File: config.mk
export PLATFORM = sky130hd
export DESIGN_NAME = tga_image_stream_decoder_unit_flat
export DESIGN_NICKNAME = d
export VERILOG_FILES = /design/src/rtl/tgad_pkg.sv /design/src/rtl/tgad_byte_if.sv /design/src/rtl/tgad_run_if.sv /design/src/rtl/tgad_input_stage.sv /design/src/rtl/tgad_parser.sv /design/src/rtl/tgad_output_stage.sv /design/src/rtl/tga_image_stream_decoder_unit.sv /design/src/flat_wrapper.sv
export SDC_FILE = /design/constraint.sdc
export NUM_CORES = 2
export LEC_CHECK = 0
export BUFFER_PORTS_ARGS = -buffer_cell sky130_fd_sc_hd__buf_4
export CORE_AREA = 8 8 270 272
export DETAILED_ROUTE_END_ITERATION = 8
export DIE_AREA = 0 0 278 280
export PLACE_DENSITY = 0.59
export SETUP_SLACK_MARGIN = 0.4
export SLEW_MARGIN = 10
export SYNTH_ARGS = -nofsm -noshare
export SYNTH_HDL_FRONTEND = slang
export SYNTH_SLANG_ARGS = --single-unit
File: constraint.sdc
create_clock -name clk -period 13.4 [get_ports clk]
set_clock_uncertainty 0.1 [all_clocks]
set_input_delay 2.68 -clock clk [delete_from_list [all_inputs] [get_ports clk]]
set_output_delay 2.68 -clock clk [all_outputs]
set_load 0.02 [all_outputs]
File: src/rtl/tgad_pkg.sv
package tgad_pkg;

	typedef enum logic [2:0] {
		PH_HEADER,
		PH_IDSKIP,
		PH_RAW,
		PH_PKTHDR,
		PH_PKTPIX,
		PH_IDLE
	} phase_t;

	localparam logic [1:0] ST_RUN       = 2'd0;
	localparam logic [1:0] ST_BAD_TYPE  = 2'd1;
	localparam logic [1:0] ST_BAD_DEPTH = 2'd2;

	localparam logic [4:0] HDR_ID_LEN    = 5'd0;
	localparam logic [4:0] HDR_TYPE      = 5'd2;
	localparam logic [4:0] HDR_WIDTH_LO  = 5'd12;
	localparam logic [4:0] HDR_WIDTH_HI  = 5'd13;
	localparam logic [4:0] HDR_HEIGHT_LO = 5'd14;
	localparam logic [4:0] HDR_HEIGHT_HI = 5'd15;
	localparam logic [4:0] HDR_DEPTH     = 5'd16;
	localparam logic [4:0] HDR_DESC      = 5'd17;
	localparam logic [4:0] HDR_LEN       = 5'd18;

	localparam logic [7:0] TYPE_RAW     = 8'd2;
	localparam logic [7:0] TYPE_RLE     = 8'd10;
	localparam logic [7:0] DEPTH_24     = 8'd24;
	localparam logic [7:0] DEPTH_32     = 8'd32;
	localparam logic [7:0] ORIGIN_MASK  = 8'h30;
	localparam logic [7:0] ALPHA_OPAQUE = 8'd255;

	typedef struct packed {
		logic [7:0] byte_value;
		logic       start_of_file;
	} byte_word_t;

	typedef struct packed {
		logic [1:0]  status;
		logic [31:0] pixel_address;
		logic [7:0]  run_length;
		logic [7:0]  red;
		logic [7:0]  green;
		logic [7:0]  blue;
		logic [7:0]  alpha;
		logic [15:0] image_width;
		logic [15:0] image_height;
		logic        last_pixel;
	} run_word_t;

endpackage

File: src/rtl/tgad_byte_if.sv
interface tgad_byte_if;
	logic       valid;
	logic       ready;
	logic [7:0] byte_value;
	logic       start_of_file;

	modport source (output valid, output byte_value, output start_of_file, input ready);
	modport sink (input valid, input byte_value, input start_of_file, output ready);
endinterface

File: src/rtl/tgad_run_if.sv
interface tgad_run_if;
	logic        valid;
	logic        ready;
	logic [1:0]  status;
	logic [31:0] pixel_address;
	logic [7:0]  run_length;
	logic [7:0]  red;
	logic [7:0]  green;
	logic [7:0]  blue;
	logic [7:0]  alpha;
	logic [15:0] image_width;
	logic [15:0] image_height;
	logic        last_pixel;

	modport source (
		output valid, output status, output pixel_address, output run_length,
		output red, output green, output blue, output alpha,
		output image_width, output image_height, output last_pixel,
		input ready
	);
	modport sink (
		input valid, input status, input pixel_address, input run_length,
		input red, input green, input blue, input alpha,
		input image_width, input image_height, input last_pixel,
		output ready
	);
endinterface

File: src/rtl/tgad_input_stage.sv
module tgad_input_stage (
	input  logic                clk,
	input  logic                arst_n,
	tgad_byte_if.sink           data,
	input  logic                take,
	output logic                valid_s1,
	output tgad_pkg::byte_word_t word_s1
);

	assign data.ready = !valid_s1 || take;

	always_ff @(posedge clk or negedge arst_n) begin
		if (!arst_n) begin
			valid_s1 <= 1'b0;
		end else if (data.valid && data.ready) begin
			valid_s1 <= 1'b1;
		end else if (take) begin
			valid_s1 <= 1'b0;
		end
	end

	always_ff @(posedge clk) begin
		if (data.valid && data.ready) begin
			word_s1.byte_value    <= data.byte_value;
			word_s1.start_of_file <= data.start_of_file;
		end
	end

endmodule

File: src/rtl/tgad_parser.sv
module tgad_parser (
	input  logic                 clk,
	input  logic                 arst_n,
	input  logic                 fire,
	input  tgad_pkg::byte_word_t word_s1,
	output logic                 res_valid,
	output tgad_pkg::run_word_t  res
);

	tgad_pkg::phase_t phase_q, c_phase, n_phase;
	logic [4:0]  hcount_q, c_hcount, n_hcount;
	logic [7:0]  idskip_q, c_idskip, n_idskip;
	logic        rle_q, c_rle, n_rle;
	logic [15:0] width_q, c_width, n_width;
	logic [15:0] height_q, c_height, n_height;
	logic        alpha_q, c_alpha, n_alpha;
	logic        flip_q, c_flip, n_flip;
	logic [15:0] row_q, c_row, n_row;
	logic [15:0] col_q, c_col, n_col;
	logic [7:0]  left_q, c_left, n_left;
	logic        rep_q, c_rep, n_rep;
	logic [1:0]  pbi_q, c_pbi, n_pbi;
	logic [23:0] colour_q, c_colour, n_colour;
	logic [31:0] base_q, c_base, n_base;

	logic        sof;
	logic [7:0]  b;
	logic [23:0] colour_new;
	logic        pix_done;
	logic [7:0]  alpha_v;
	logic [15:0] room;
	logic [7:0]  run_len;
	logic [15:0] col_sum;
	logic        row_end;
	logic [15:0] row_inc;
	logic        img_done;
	logic [31:0] base_step;
	logic [15:0] h_m1;
	logic [31:0] prod;
	logic        enter;

	assign sof = word_s1.start_of_file;
	assign b   = word_s1.byte_value;

	// start of file acts as a reset ahead of this byte
	always_comb begin
		if (sof) begin
			c_phase  = tgad_pkg::PH_HEADER;
			c_hcount = '0;
			c_idskip = '0;
			c_rle    = 1'b0;
			c_width  = '0;
			c_height = '0;
			c_alpha  = 1'b0;
			c_flip   = 1'b0;
			c_row    = '0;
			c_col    = '0;
			c_left   = '0;
			c_rep    = 1'b0;
			c_pbi    = '0;
			c_colour = '0;
			c_base   = '0;
		end else begin
			c_phase  = phase_q;
			c_hcount = hcount_q;
			c_idskip = idskip_q;
			c_rle    = rle_q;
			c_width  = width_q;
			c_height = height_q;
			c_alpha  = alpha_q;
			c_flip   = flip_q;
			c_row    = row_q;
			c_col    = col_q;
			c_left   = left_q;
			c_rep    = rep_q;
			c_pbi    = pbi_q;
			c_colour = colour_q;
			c_base   = base_q;
		end
	end

	// pixel byte assembly, bgr(a) order
	always_comb begin
		colour_new = c_colour;
		case (c_pbi)
			2'd0:    colour_new[7:0]   = b;
			2'd1:    colour_new[15:8]  = b;
			2'd2:    colour_new[23:16] = b;
			default: colour_new = c_colour;
		endcase
	end

	assign pix_done = (c_pbi == 2'd2 && !c_alpha) || c_pbi == 2'd3;
	assign alpha_v  = c_alpha ? b : tgad_pkg::ALPHA_OPAQUE;

	assign room    = c_width - c_col;
	always_comb begin
		if (c_phase == tgad_pkg::PH_PKTPIX && c_rep) begin
			run_len = ({8'h00, c_left} < room) ? c_left : room[7:0];
		end else begin
			run_len = 8'd1;
		end
	end
	assign col_sum   = c_col + {8'h00, run_len};
	assign row_end   = col_sum >= c_width;
	assign row_inc   = c_row + 16'd1;
	assign img_done  = row_inc >= c_height;
	assign base_step = c_flip ? (c_base - {16'h0000, c_width}) : (c_base + {16'h0000, c_width});
	assign h_m1      = c_height - 16'd1;
	assign prod      = {16'h0000, h_m1} * {16'h0000, c_width};

	always_comb begin
		n_phase   = c_phase;
		n_hcount  = c_hcount;
		n_idskip  = c_idskip;
		n_rle     = c_rle;
		n_width   = c_width;
		n_height  = c_height;
		n_alpha   = c_alpha;
		n_flip    = c_flip;
		n_row     = c_row;
		n_col     = c_col;
		n_left    = c_left;
		n_rep     = c_rep;
		n_pbi     = c_pbi;
		n_colour  = c_colour;
		n_base    = c_base;
		enter     = 1'b0;
		res_valid = 1'b0;
		res       = '0;

		unique case (c_phase)
			tgad_pkg::PH_HEADER: begin
				if (c_hcount < tgad_pkg::HDR_LEN) begin
					n_hcount = c_hcount + 5'd1;
				end
				unique case (c_hcount)
					tgad_pkg::HDR_ID_LEN: n_idskip = b;
					tgad_pkg::HDR_TYPE: begin
						if (b == tgad_pkg::TYPE_RAW) begin
							n_rle = 1'b0;
						end else if (b == tgad_pkg::TYPE_RLE) begin
							n_rle = 1'b1;
						end else begin
							n_phase    = tgad_pkg::PH_IDLE;
							n_hcount   = c_hcount;
							res_valid  = 1'b1;
							res.status = tgad_pkg::ST_BAD_TYPE;
						end
					end
					tgad_pkg::HDR_WIDTH_LO:  n_width[7:0]   = b;
					tgad_pkg::HDR_WIDTH_HI:  n_width[15:8]  = b;
					tgad_pkg::HDR_HEIGHT_LO: n_height[7:0]  = b;
					tgad_pkg::HDR_HEIGHT_HI: n_height[15:8] = b;
					tgad_pkg::HDR_DEPTH: begin
						if (b == tgad_pkg::DEPTH_24) begin
							n_alpha = 1'b0;
						end else if (b == tgad_pkg::DEPTH_32) begin
							n_alpha = 1'b1;
						end else begin
							n_phase    = tgad_pkg::PH_IDLE;
							n_hcount   = c_hcount;
							res_valid  = 1'b1;
							res.status = tgad_pkg::ST_BAD_DEPTH;
						end
					end
					tgad_pkg::HDR_DESC: begin
						n_flip = (b & tgad_pkg::ORIGIN_MASK) == 8'h00;
						if (c_idskip != 8'h00) begin
							n_phase = tgad_pkg::PH_IDSKIP;
						end else begin
							enter = 1'b1;
						end
					end
					default: ;
				endcase
			end
			tgad_pkg::PH_IDSKIP: begin
				n_idskip = c_idskip - 8'd1;
				if (n_idskip == 8'h00) begin
					enter = 1'b1;
				end
			end
			tgad_pkg::PH_PKTHDR: begin
				n_left  = {1'b0, b[6:0]} + 8'd1;
				n_rep   = b[7];
				n_pbi   = '0;
				n_phase = tgad_pkg::PH_PKTPIX;
			end
			tgad_pkg::PH_RAW, tgad_pkg::PH_PKTPIX: begin
				n_colour = colour_new;
				if (!pix_done) begin
					n_pbi = c_pbi + 2'd1;
				end else begin
					n_pbi = '0;
					if (c_phase == tgad_pkg::PH_PKTPIX) begin
						n_left  = c_rep ? 8'h00 : (c_left - 8'd1);
						n_phase = tgad_pkg::PH_PKTHDR;
						if (!row_end && n_left != 8'h00) begin
							n_phase = tgad_pkg::PH_PKTPIX;
						end
					end
					if (row_end) begin
						n_col = '0;
						n_row = row_inc;
						if (img_done) begin
							n_phase = tgad_pkg::PH_IDLE;
						end else begin
							n_base = base_step;
						end
					end else begin
						n_col = col_sum;
					end
					res_valid          = 1'b1;
					res.status         = tgad_pkg::ST_RUN;
					res.pixel_address  = c_base + {16'h0000, c_col};
					res.run_length     = run_len;
					res.red            = colour_new[23:16];
					res.green          = colour_new[15:8];
					res.blue           = colour_new[7:0];
					res.alpha          = alpha_v;
					res.image_width    = c_width;
					res.image_height   = c_height;
					res.last_pixel     = row_end && img_done;
				end
			end
			tgad_pkg::PH_IDLE: ;
			default: ;
		endcase

		if (enter) begin
			n_row  = '0;
			n_col  = '0;
			n_pbi  = '0;
			n_left = '0;
			n_rep  = 1'b0;
			if (c_width == 16'h0000 || c_height == 16'h0000) begin
				n_phase = tgad_pkg::PH_IDLE;
			end else begin
				n_base  = n_flip ? prod : 32'h0000_0000;
				n_phase = c_rle ? tgad_pkg::PH_PKTHDR : tgad_pkg::PH_RAW;
			end
		end
	end

	always_ff @(posedge clk or negedge arst_n) begin
		if (!arst_n) begin
			phase_q  <= tgad_pkg::PH_HEADER;
			hcount_q <= '0;
			idskip_q <= '0;
			rle_q    <= 1'b0;
			width_q  <= '0;
			height_q <= '0;
			alpha_q  <= 1'b0;
			flip_q   <= 1'b0;
			row_q    <= '0;
			col_q    <= '0;
			left_q   <= '0;
			rep_q    <= 1'b0;
			pbi_q    <= '0;
			colour_q <= '0;
			base_q   <= '0;
		end else if (fire) begin
			phase_q  <= n_phase;
			hcount_q <= n_hcount;
			idskip_q <= n_idskip;
			rle_q    <= n_rle;
			width_q  <= n_width;
			height_q <= n_height;
			alpha_q  <= n_alpha;
			flip_q   <= n_flip;
			row_q    <= n_row;
			col_q    <= n_col;
			left_q   <= n_left;
			rep_q    <= n_rep;
			pbi_q    <= n_pbi;
			colour_q <= n_colour;
			base_q   <= n_base;
		end
	end

endmodule

File: src/rtl/tgad_output_stage.sv
module tgad_output_stage (
	input  logic                clk,
	input  logic                arst_n,
	input  logic                load,
	input  tgad_pkg::run_word_t res,
	tgad_run_if.source          run,
	output logic                free
);

	logic                valid_q;
	tgad_pkg::run_word_t word_q;

	assign free = !valid_q || run.ready;

	always_ff @(posedge clk or negedge arst_n) begin
		if (!arst_n) begin
			valid_q <= 1'b0;
		end else if (load) begin
			valid_q <= 1'b1;
		end else if (run.ready) begin
			valid_q <= 1'b0;
		end
	end

	always_ff @(posedge clk) begin
		if (load) begin
			word_q <= res;
		end
	end

	assign run.valid         = valid_q;
	assign run.status        = word_q.status;
	assign run.pixel_address = word_q.pixel_address;
	assign run.run_length    = word_q.run_length;
	assign run.red           = word_q.red;
	assign run.green         = word_q.green;
	assign run.blue          = word_q.blue;
	assign run.alpha         = word_q.alpha;
	assign run.image_width   = word_q.image_width;
	assign run.image_height  = word_q.image_height;
	assign run.last_pixel    = word_q.last_pixel;

endmodule

File: src/rtl/tga_image_stream_decoder_unit.sv
// tga image stream decoder
// data: one file byte per word, start_of_file set on header byte 0 of a new file
// run: one word per decoded pixel or repeat packet, giving status, start address,
//   length, rgba colour, image size and a last_pixel flag on the word that ends the final row
// header type 2 (raw) and type 10 (rle) at 24 or 32 bits per pixel are decoded;
//   another type or depth gives one error word, then bytes are dropped until the
//   next start_of_file
// path: a byte that completes a pixel is held in the input register, and its run word
//   is then shown from the result register
// throughput: one byte per cycle while run.ready is high; the decode state update between the
//   input register and the result register is the only loop
// stall: while run.ready is low a full result register holds, the input register
//   still takes a byte if empty, and data.ready drops once both are full
// reset: arst_n clears the valid flags of both registers and puts the parser at header byte 0
module tga_image_stream_decoder_unit (
	input logic        clk,
	input logic        arst_n,
	tgad_byte_if.sink  data,
	tgad_run_if.source run
);

	logic                 valid_s1;
	tgad_pkg::byte_word_t word_s1;
	logic                 free;
	logic                 fire;
	logic                 res_valid;
	tgad_pkg::run_word_t  res;

	assign fire = valid_s1 && free;

	tgad_input_stage u_input (
		.clk      (clk),
		.arst_n   (arst_n),
		.data     (data),
		.take     (fire),
		.valid_s1 (valid_s1),
		.word_s1  (word_s1)
	);

	tgad_parser u_parser (
		.clk       (clk),
		.arst_n    (arst_n),
		.fire      (fire),
		.word_s1   (word_s1),
		.res_valid (res_valid),
		.res       (res)
	);

	tgad_output_stage u_output (
		.clk    (clk),
		.arst_n (arst_n),
		.load   (fire && res_valid),
		.res    (res),
		.run    (run),
		.free   (free)
	);

`ifndef SYNTHESIS
	a_run_len_nonzero: assert property (@(posedge clk) disable iff (!arst_n)
		run.valid && run.status == tgad_pkg::ST_RUN |-> run.run_length != 8'd0)
		else $error("pixel run with zero length");

	a_last_only_on_run: assert property (@(posedge clk) disable iff (!arst_n)
		run.valid && run.last_pixel |-> run.status == tgad_pkg::ST_RUN)
		else $error("last_pixel on error word");

	a_error_fields_clear: assert property (@(posedge clk) disable iff (!arst_n)
		run.valid && run.status != tgad_pkg::ST_RUN
		|-> run.pixel_address == 32'd0 && run.image_width == 16'd0)
		else $error("error word carries run fields");

	a_ready_when_empty: assert property (@(posedge clk) disable iff (!arst_n)
		!run.valid |-> data.ready)
		else $error("input blocked with empty result register");
`endif

endmodule
File: src/flat_wrapper.sv
// flat-port wrapper written by rule: the top's interface ports become plain ports
module tga_image_stream_decoder_unit_flat 
  (clk, arst_n, data_valid, data_byte_value, data_start_of_file, data_ready, run_valid, run_status, run_pixel_address, run_run_length, run_red, run_green, run_blue, run_alpha, run_image_width, run_image_height, run_last_pixel, run_ready);
  tgad_byte_if data_i ();
  tgad_run_if run_i ();
  input logic clk;
  input logic arst_n;
  input wire logic [$bits(data_i.valid)-1:0] data_valid;
  input wire logic [$bits(data_i.byte_value)-1:0] data_byte_value;
  input wire logic [$bits(data_i.start_of_file)-1:0] data_start_of_file;
  output wire logic [$bits(data_i.ready)-1:0] data_ready;
  output wire logic [$bits(run_i.valid)-1:0] run_valid;
  output wire logic [$bits(run_i.status)-1:0] run_status;
  output wire logic [$bits(run_i.pixel_address)-1:0] run_pixel_address;
  output wire logic [$bits(run_i.run_length)-1:0] run_run_length;
  output wire logic [$bits(run_i.red)-1:0] run_red;
  output wire logic [$bits(run_i.green)-1:0] run_green;
  output wire logic [$bits(run_i.blue)-1:0] run_blue;
  output wire logic [$bits(run_i.alpha)-1:0] run_alpha;
  output wire logic [$bits(run_i.image_width)-1:0] run_image_width;
  output wire logic [$bits(run_i.image_height)-1:0] run_image_height;
  output wire logic [$bits(run_i.last_pixel)-1:0] run_last_pixel;
  input wire logic [$bits(run_i.ready)-1:0] run_ready;
  assign data_i.valid = data_valid;
  assign data_i.byte_value = data_byte_value;
  assign data_i.start_of_file = data_start_of_file;
  assign data_ready = data_i.ready;
  assign run_valid = run_i.valid;
  assign run_status = run_i.status;
  assign run_pixel_address = run_i.pixel_address;
  assign run_run_length = run_i.run_length;
  assign run_red = run_i.red;
  assign run_green = run_i.green;
  assign run_blue = run_i.blue;
  assign run_alpha = run_i.alpha;
  assign run_image_width = run_i.image_width;
  assign run_image_height = run_i.image_height;
  assign run_last_pixel = run_i.last_pixel;
  assign run_i.ready = run_ready;
  tga_image_stream_decoder_unit u_core (.clk(clk), .arst_n(arst_n), .data(data_i), .run(run_i));
endmodule
* Word-level counts from Yosys, hierarchy flattened
Cells that the tools add are included.
** Operators by class
- Reductions and logical operators :: 28
- Multiplexer cells :: 109
- Add/subtract/negate cells :: 12
- $mul :: 1
- Order comparisons :: 4
- Equal/unequal tests :: 18
** Operators by type and width (count)
- $mux 32 :: 9
- $mux 16 :: 14
- $mux 8 :: 17
- $add 32x16->32 :: 2
- $mux 24 :: 2
- $mux 3 :: 13
- $mux 5 :: 7
- $ge 16x16->1 :: 2
- $logic_not 16->1 :: 2
- $mul 16x16->32 :: 1
- $pmux 8 s2 :: 2
- $sub 32x16->32 :: 1
- $mux 1 :: 31
- $eq 5x4->1 const B :: 4
- $pmux 3 s3 :: 2
- $add 16x1->16 const B :: 1
- $add 16x8->16 :: 1
- $logic_not 8->1 :: 2
- $lt 8x16->1 :: 1
- $reduce_bool 8->1 :: 2
- $sub 16x1->16 const B :: 1
- $sub 16x16->16 :: 1
- $sub 8x1->8 const B :: 2
- $pmux 2 s2 :: 3
- 27 further kinds :: 49
** Word-level totals
- Flip-flop bits (word level) :: 268
- Output and inout port bits :: 109

* Longest topological paths before layout
- Depth after elaboration :: 16
- Depth in mapped cells :: 47
- Mapped depth without buffers :: 36

* Hierarchy
From an unflattened synthesis, not the netlist that was laid out.
** Second synthesis, totals
- Cells, all modules :: 3088
- Area total of the unflattened synthesis :: 27089.7 sq um
** Modules (own cells, without submodules)
- tgad_parser :: cells an instance 2963, seq. area each 3753.6 sq um, area an instance 23492.5 sq um, times used 1
- tgad_output_stage :: cells an instance 110, seq. area each 3238.1 sq um, area an instance 3260.6 sq um, times used 1
- tgad_input_stage :: cells an instance 13, seq. area each 295.3 sq um, area an instance 324.1 sq um, times used 1
- tga_image_stream_decoder_unit :: cells an instance 2, seq. area each 0.0 sq um, area an instance 12.5 sq um, times used 1

* Worst setup path before layout
No wires, ideal clock.
- Path kind :: reg2reg
- Start :: register, netlist name u_core.u_input.word_s1[0]
- End :: register u_core.u_parser.base_q[27]
- Path buffers :: 11
- Setup time :: 0.126 ns
- Arrival :: 9.093 ns
- Clock period less this slack :: 9.319 ns
- Cell stages (with the launch flop) :: 45
- Path slack :: 4.081 ns
- Path through :: edfxtp_1 > buf_6 > buf_2 > buf_2 > buf_2 > clkbuf_1 > buf_2 > clkbuf_1 > buf_2 > buf_2 > nor2b_1 > ha_1 > fa_1 > a21oi_1 > o221ai_1 > nand2b_1 > a21oi_1 > xor2_1 > [9 not listed] > fa_1 > a21o_1 > a21oi_1 > o21bai_1 > a21oi_1 > o21ai_0 > and3_1 > and3_1 > xnor2_1 > ha_1 > a21o_1 > a21oi_1 > nand3_1 > o21ai_1 > or3_1 > clkbuf_1 > nor2_1 > a221o_1
** Between the ends
- Longest elaborated chain between the ends :: 12
** RTL lines
- $mux 16 :: RTL line tgad_parser.sv:47 : if (sof) begin
- $sub 16x16->16 :: RTL line tgad_parser.sv:96 : assign room = c_width - c_col;
- $lt 8x16->1 :: RTL line tgad_parser.sv:99 : run_len = ({8'h00, c_left} < room) ? c_left : room[7:0];
- $mux 8 :: RTL line tgad_parser.sv:99
- $mux 8 * :: RTL line tgad_parser.sv:98 : if (c_phase == tgad_pkg::PH_PKTPIX && c_rep) begin
- net u_core.u_parser.run_len[0] :: RTL line tgad_parser.sv:32 : logic [7:0] run_len;
- $add 16x8->16 * :: RTL line tgad_parser.sv:104 : assign col_sum = c_col + {8'h00, run_len};
- $ge 16x16->1 * :: RTL line tgad_parser.sv:105 : assign row_end = col_sum >= c_width;
- $mux 32 * :: RTL line tgad_parser.sv:203 : if (row_end) begin
- $mux 32 * :: RTL line tgad_parser.sv:192 : if (!pix_done) begin
- $mux 32 * :: RTL line tgad_parser.sv:132 : unique case (c_phase)
- $mux 32 :: RTL line tgad_parser.sv:237 : if (c_width == 16'h0000 || c_height == 16'h0000) begin
- $mux 32 * :: RTL line tgad_parser.sv:231 : if (enter) begin
- to (signal assigned) :: RTL line tgad_parser.sv:278 : base_q <= n_base;
- to (decl) :: RTL line tgad_parser.sv:24 : logic [31:0] base_q, c_base, n_base;
The timed path passes the listed nets; every way through them passes the cells marked *.
A chain may end at the register's enable or synchronous reset.

* Final worst setup path
- Start :: register, netlist name u_core.u_input.word_s1[0]
- End :: register u_core.u_parser.base_q[21]
** Between the ends
- Longest elaborated chain between the ends :: 12
** RTL lines (RTL line)
- $mux 16 :: tgad_parser.sv:47
- $sub 16x16->16 :: tgad_parser.sv:96
- $lt 8x16->1 :: tgad_parser.sv:99
- $mux 8 :: tgad_parser.sv:99
- $mux 8 * :: tgad_parser.sv:98
- net u_core.u_parser.run_len[0] :: tgad_parser.sv:32
- $add 16x8->16 * :: tgad_parser.sv:104
- $ge 16x16->1 * :: tgad_parser.sv:105
- $mux 32 * :: tgad_parser.sv:203
- $mux 32 * :: tgad_parser.sv:192
- $mux 32 * :: tgad_parser.sv:132
- $mux 32 :: tgad_parser.sv:237
- $mux 32 * :: tgad_parser.sv:231
Marked as above.

==> out/metrics.csv <==
stage,metric,value,unit
logic_synthesis,synth_flop_cell,dfrtp_1,
pwr,sw_frac_of_total,34.8,%
logic_synthesis,synth_edf_count,116,
global_routing,gr-usage-met1,33.6,%
route,drcViolationCount,0,
clock_network,cts_resized,0,
pwr,pwr-share-comb,27.9,%
clock_network,clockBufferDepth,3,
placement,dp_hpwl,67900,um
logic_synthesis,yosysTopAreaCell,fa_1,
worst_setup_path,end_kind,register,
sta,min_period_over_period,82.7,%
die,fp-row-count,97,
placement,dp_cells,4022,
sta,relSlewSlack,19.8,%
final_layout,nFillCells,6876,
logic_synthesis,async_flop_share,56.7,%
placement,portBuffers,121,
sta,drv_slew,0,
route,vias,23400,
clock_network,cts_made_buffers,30,
global_routing,grt.total_usage,22.5,%
clock_network,clk_latency,0.60,ns
die,ioPinCount,122,
logic_synthesis,ys_seq_area_share,26.8,%
route,routedWlPerCell,22.0,um
worst_setup_path,slowest_stage,nor2_1,
global_routing,grt_max_degree,126,
placement,place_area,29100,um2
sta,setup_viol,0,
worst_setup_path,cp_common_cell,a21oi_1,
worst_setup_path,critPathBufInv,2,
clock_network,cts_root_buffer,clkbuf_16,
run,cap_violations,0,
sta,timing.hold.ws,0.373,ns
pwr,switchingPower,949,uW
final_layout,finish.instance_area,30200,um2
placement,gp_congestion,0.942,
route,viasPerCell,5.73,
pwr,p_int,1770,uW
global_routing,grtUsageMet2,33.4,%
clock_network,ctsHoldBuffers,0,
clock_network,cts.sinks,268,
logic_synthesis,synth_cell_types,88,
global_routing,overflow,0,
global_routing,use_met3,3.53,%
logic_synthesis,yosys_warnings,0,
logic_synthesis,syn_area_per_cell,8.75,um2
run_status,status,completed,
logic_synthesis,synth_area,27200,um2
logic_synthesis,yosysMostFrequentCell,nand2_1,
logic_synthesis,synth-seq-cells,268,
sta,min_period,11.08,ns
worst_setup_path,cp.arrival,11.49,ns
logic_synthesis,syn-num-nets,3551,
clock_network,post_cts_buffers,0,
die,initial_core_util,39.5,%
route,drt_iter0_markers,2302,
logic_synthesis,synth_commonest_cells,"nand2_1 (394), inv_1 (309), nor2_1 (300)",
logic_synthesis,synth_top_area_share,14.6,%
sta,hold_viol,0,
global_routing,busiest_layer,met1,
final_layout,layout.cells.non_filler,4079,
pwr,pwr-share-seq,38.2,%
final_layout,final_nets,3603,
min_path,hold_class,register to register,
worst_setup_path,crit_family,compound AO/OA/AOI/OAI gates,
final_layout,drive_gt1_share,8.53,%
logic_synthesis,syn-instance-count,3111,
sta,finalSetupTns,0,ns
logic_synthesis,synth.area.top_cells,"fa_1 (15%), dfrtp_1 (14%), edfxtp_1 (13%)",
route,first_pass_iters,6,
die,die_x,278,um
route,drtAntennaViolNets,0,
global_routing,grt_pass1_wl,138000,um
worst_setup_path,reg2reg_slack,2.32,ns
clock_network,h-tree-depth,1,
worst_setup_path,crit_required,13.80,ns
worst_setup_path,start_kind,register,
die,die_h,280,um
sta,rsz0062_at_grt,no,
route,drt_wl_total,89600,um
worst_setup_path,slowest_delay,0.86,ns
sta,fmax,90.2,MHz
global_routing,antenna_found_initial,1,
worst_setup_path,crit_type,register to register,
pwr,ir_worst_vdd,0.000114,V
pwr,power.density,90.2,nW/um2
sta,worst_pin_slew,1.20,ns
final_layout,synthToLayoutAreaGrowth,10.8,%
worst_setup_path,path_max_fanout,39,
pwr,clkPwrFrac,33.9,%
die,coreArea,68900,um2
clock_network,clkSlewWorstSetupHoldPaths,0.06,ns
global_routing,grt_pass1_vias,22400,
pwr,finalPower,2720,uW
pwr,p_leak,0.0135,uW
die,fp.dieArea,77800,um2
clock_network,cts_tree,built,
-- logic make-up (layout without fill, tap and decap cells) --
family,count (synthesis),after routing,share of synthesized area [%]
AO/OA/AOI/OAI,703,703,17.5
XOR/XNOR,138,138,4.44
adder cells (fa/ha/maj),428,428,25.1
buffers and inverters,466,542,6.54
flip-flops,268,268,26.8
multiplexers,35,35,1.33
other,0,1,0
AND/OR/NAND/NOR,1073,1073,18.3
-- final timing paths --
kind,from,end,depth (start not counted)
worst max-delay path,u_core.u_input.word_s1[0],u_core.u_parser.base_q[21],36
worst min-delay path,u_core.u_parser.row_q[5],u_core.u_parser.row_q[5],1
worst max register to register,u_core.u_input.word_s1[0],u_core.u_parser.base_q[21],36
worst min register to register,u_core.u_parser.row_q[5],u_core.u_parser.row_q[5],1
max in group asynchronous,arst_n,u_core.u_parser.base_q[31],2
min in group asynchronous,arst_n,u_core.u_parser.row_q[0],1
-- flip-flops by register name, summed over array words and instances, names as in the netlist, 2 cells and up --
signal and flops:
u_core.u_parser.phase_q 3, u_core.u_output.run.red 8, u_core.u_parser.row_q 16, u_core.u_output.run.pixel_address 32
u_core.u_parser.col_q 16, u_core.u_output.run.blue 8, u_core.u_parser.left_q 8, u_core.u_output.run.image_width 16
u_core.u_parser.hcount_q 5, u_core.u_output.run.green 8, u_core.u_output.run.image_height 16, u_core.u_parser.height_q 16
u_core.u_parser.base_q 32, u_core.u_parser.colour_q 24, u_core.u_output.run.status 2, u_core.u_parser.width_q 16
u_core.u_parser.idskip_q 8, u_core.u_output.run.alpha 8, u_core.u_parser.pbi_q 2, u_core.u_input.word_s1 9
u_core.u_output.run.run_length 8
-- cell usage in the layout (no fill, tap or decap), types with 10 or more instances in the layout --
cell         n
nand2b_1    38
edfxtp_1   116
o21a_1      32
a22o_1      67
and2_1      23
nor2b_1     73
xor2_1      35
or4_1       16
o31ai_1     32
o21bai_1    12
buf_4      164
a21oi_1    140
nand3_1     50
inv_1      308
nor2_1     299
ha_1       229
clkinv_1    10
a211oi_1    25
a22oi_1     27
o21ai_0    115
a21boi_0    11
o21ai_1     37
o22ai_1     11
or2_2       13
fa_1       198
a31oi_1     38
clkbuf_16   30
dfrtp_1    152
mux2_2      10
nor4_1      11
a21o_1      48
nand2_1    392
mux2i_1     25
xnor2_1     99
or3_1       17
nor3_1      53
and3_1      37
-- per-layer routing --
| layer | vias to the layer above | wire [um] |
|---|---|---|
| met4 | 0 | 2920 |
| li1 | 10800 | - |
| met5 | - | 0 |
| met2 | 909 | 38000 |
| met1 | 11500 | 42000 |
| met3 | 144 | 6780 |
-- area by class of cell --
class                   instances  area, um2  area share, %
multi-input cells            2377      18200           60.4
flip-flops and latches        268       7290           24.2
inverters                     320       1200           3.99
diodes                          1       2.50        0.00829
clock inverters                18        272          0.900
well taps                     891       1110           3.70
repair buffers                166       1260           4.18
clock buffers                  38        811           2.69
-- worst register-to-register path: cells and delay by family, from the launching register on --
| kind | cells | cell delay (ns) |
|---|---|---|
| simple gates | 9 | 2.87 |
| xor+xnor | 2 | 0.40 |
| fa+ha+maj | 6 | 2.26 |
| flops | 1 | 0.46 |
| buf+inv | 2 | 0.91 |
| compound gates | 17 | 3.99 |
-- power by group through the flow --
stage / sequential, uW / combinational, uW / clock [uW]
detailed placement: 1050 / 752 / 0
global route: 1050 / 828 / 967
CTS: 1040 / 755 / 933
floorplan: 1080 / 472 / 0
global placement: 1050 / 752 / 0
finish: 1040 / 760 / 922
-- per-stage QoR --
step	setup slack, ns	utilization, %
final	2.32	43.8
after floorplan	4.08	-
after detailed placement	2.53	42.2
after global placement	2.86	42.2
after CTS	2.49	43.8
after global routing	1.53	43.8
Note: power is estimated with default switching activity, not from simulation.
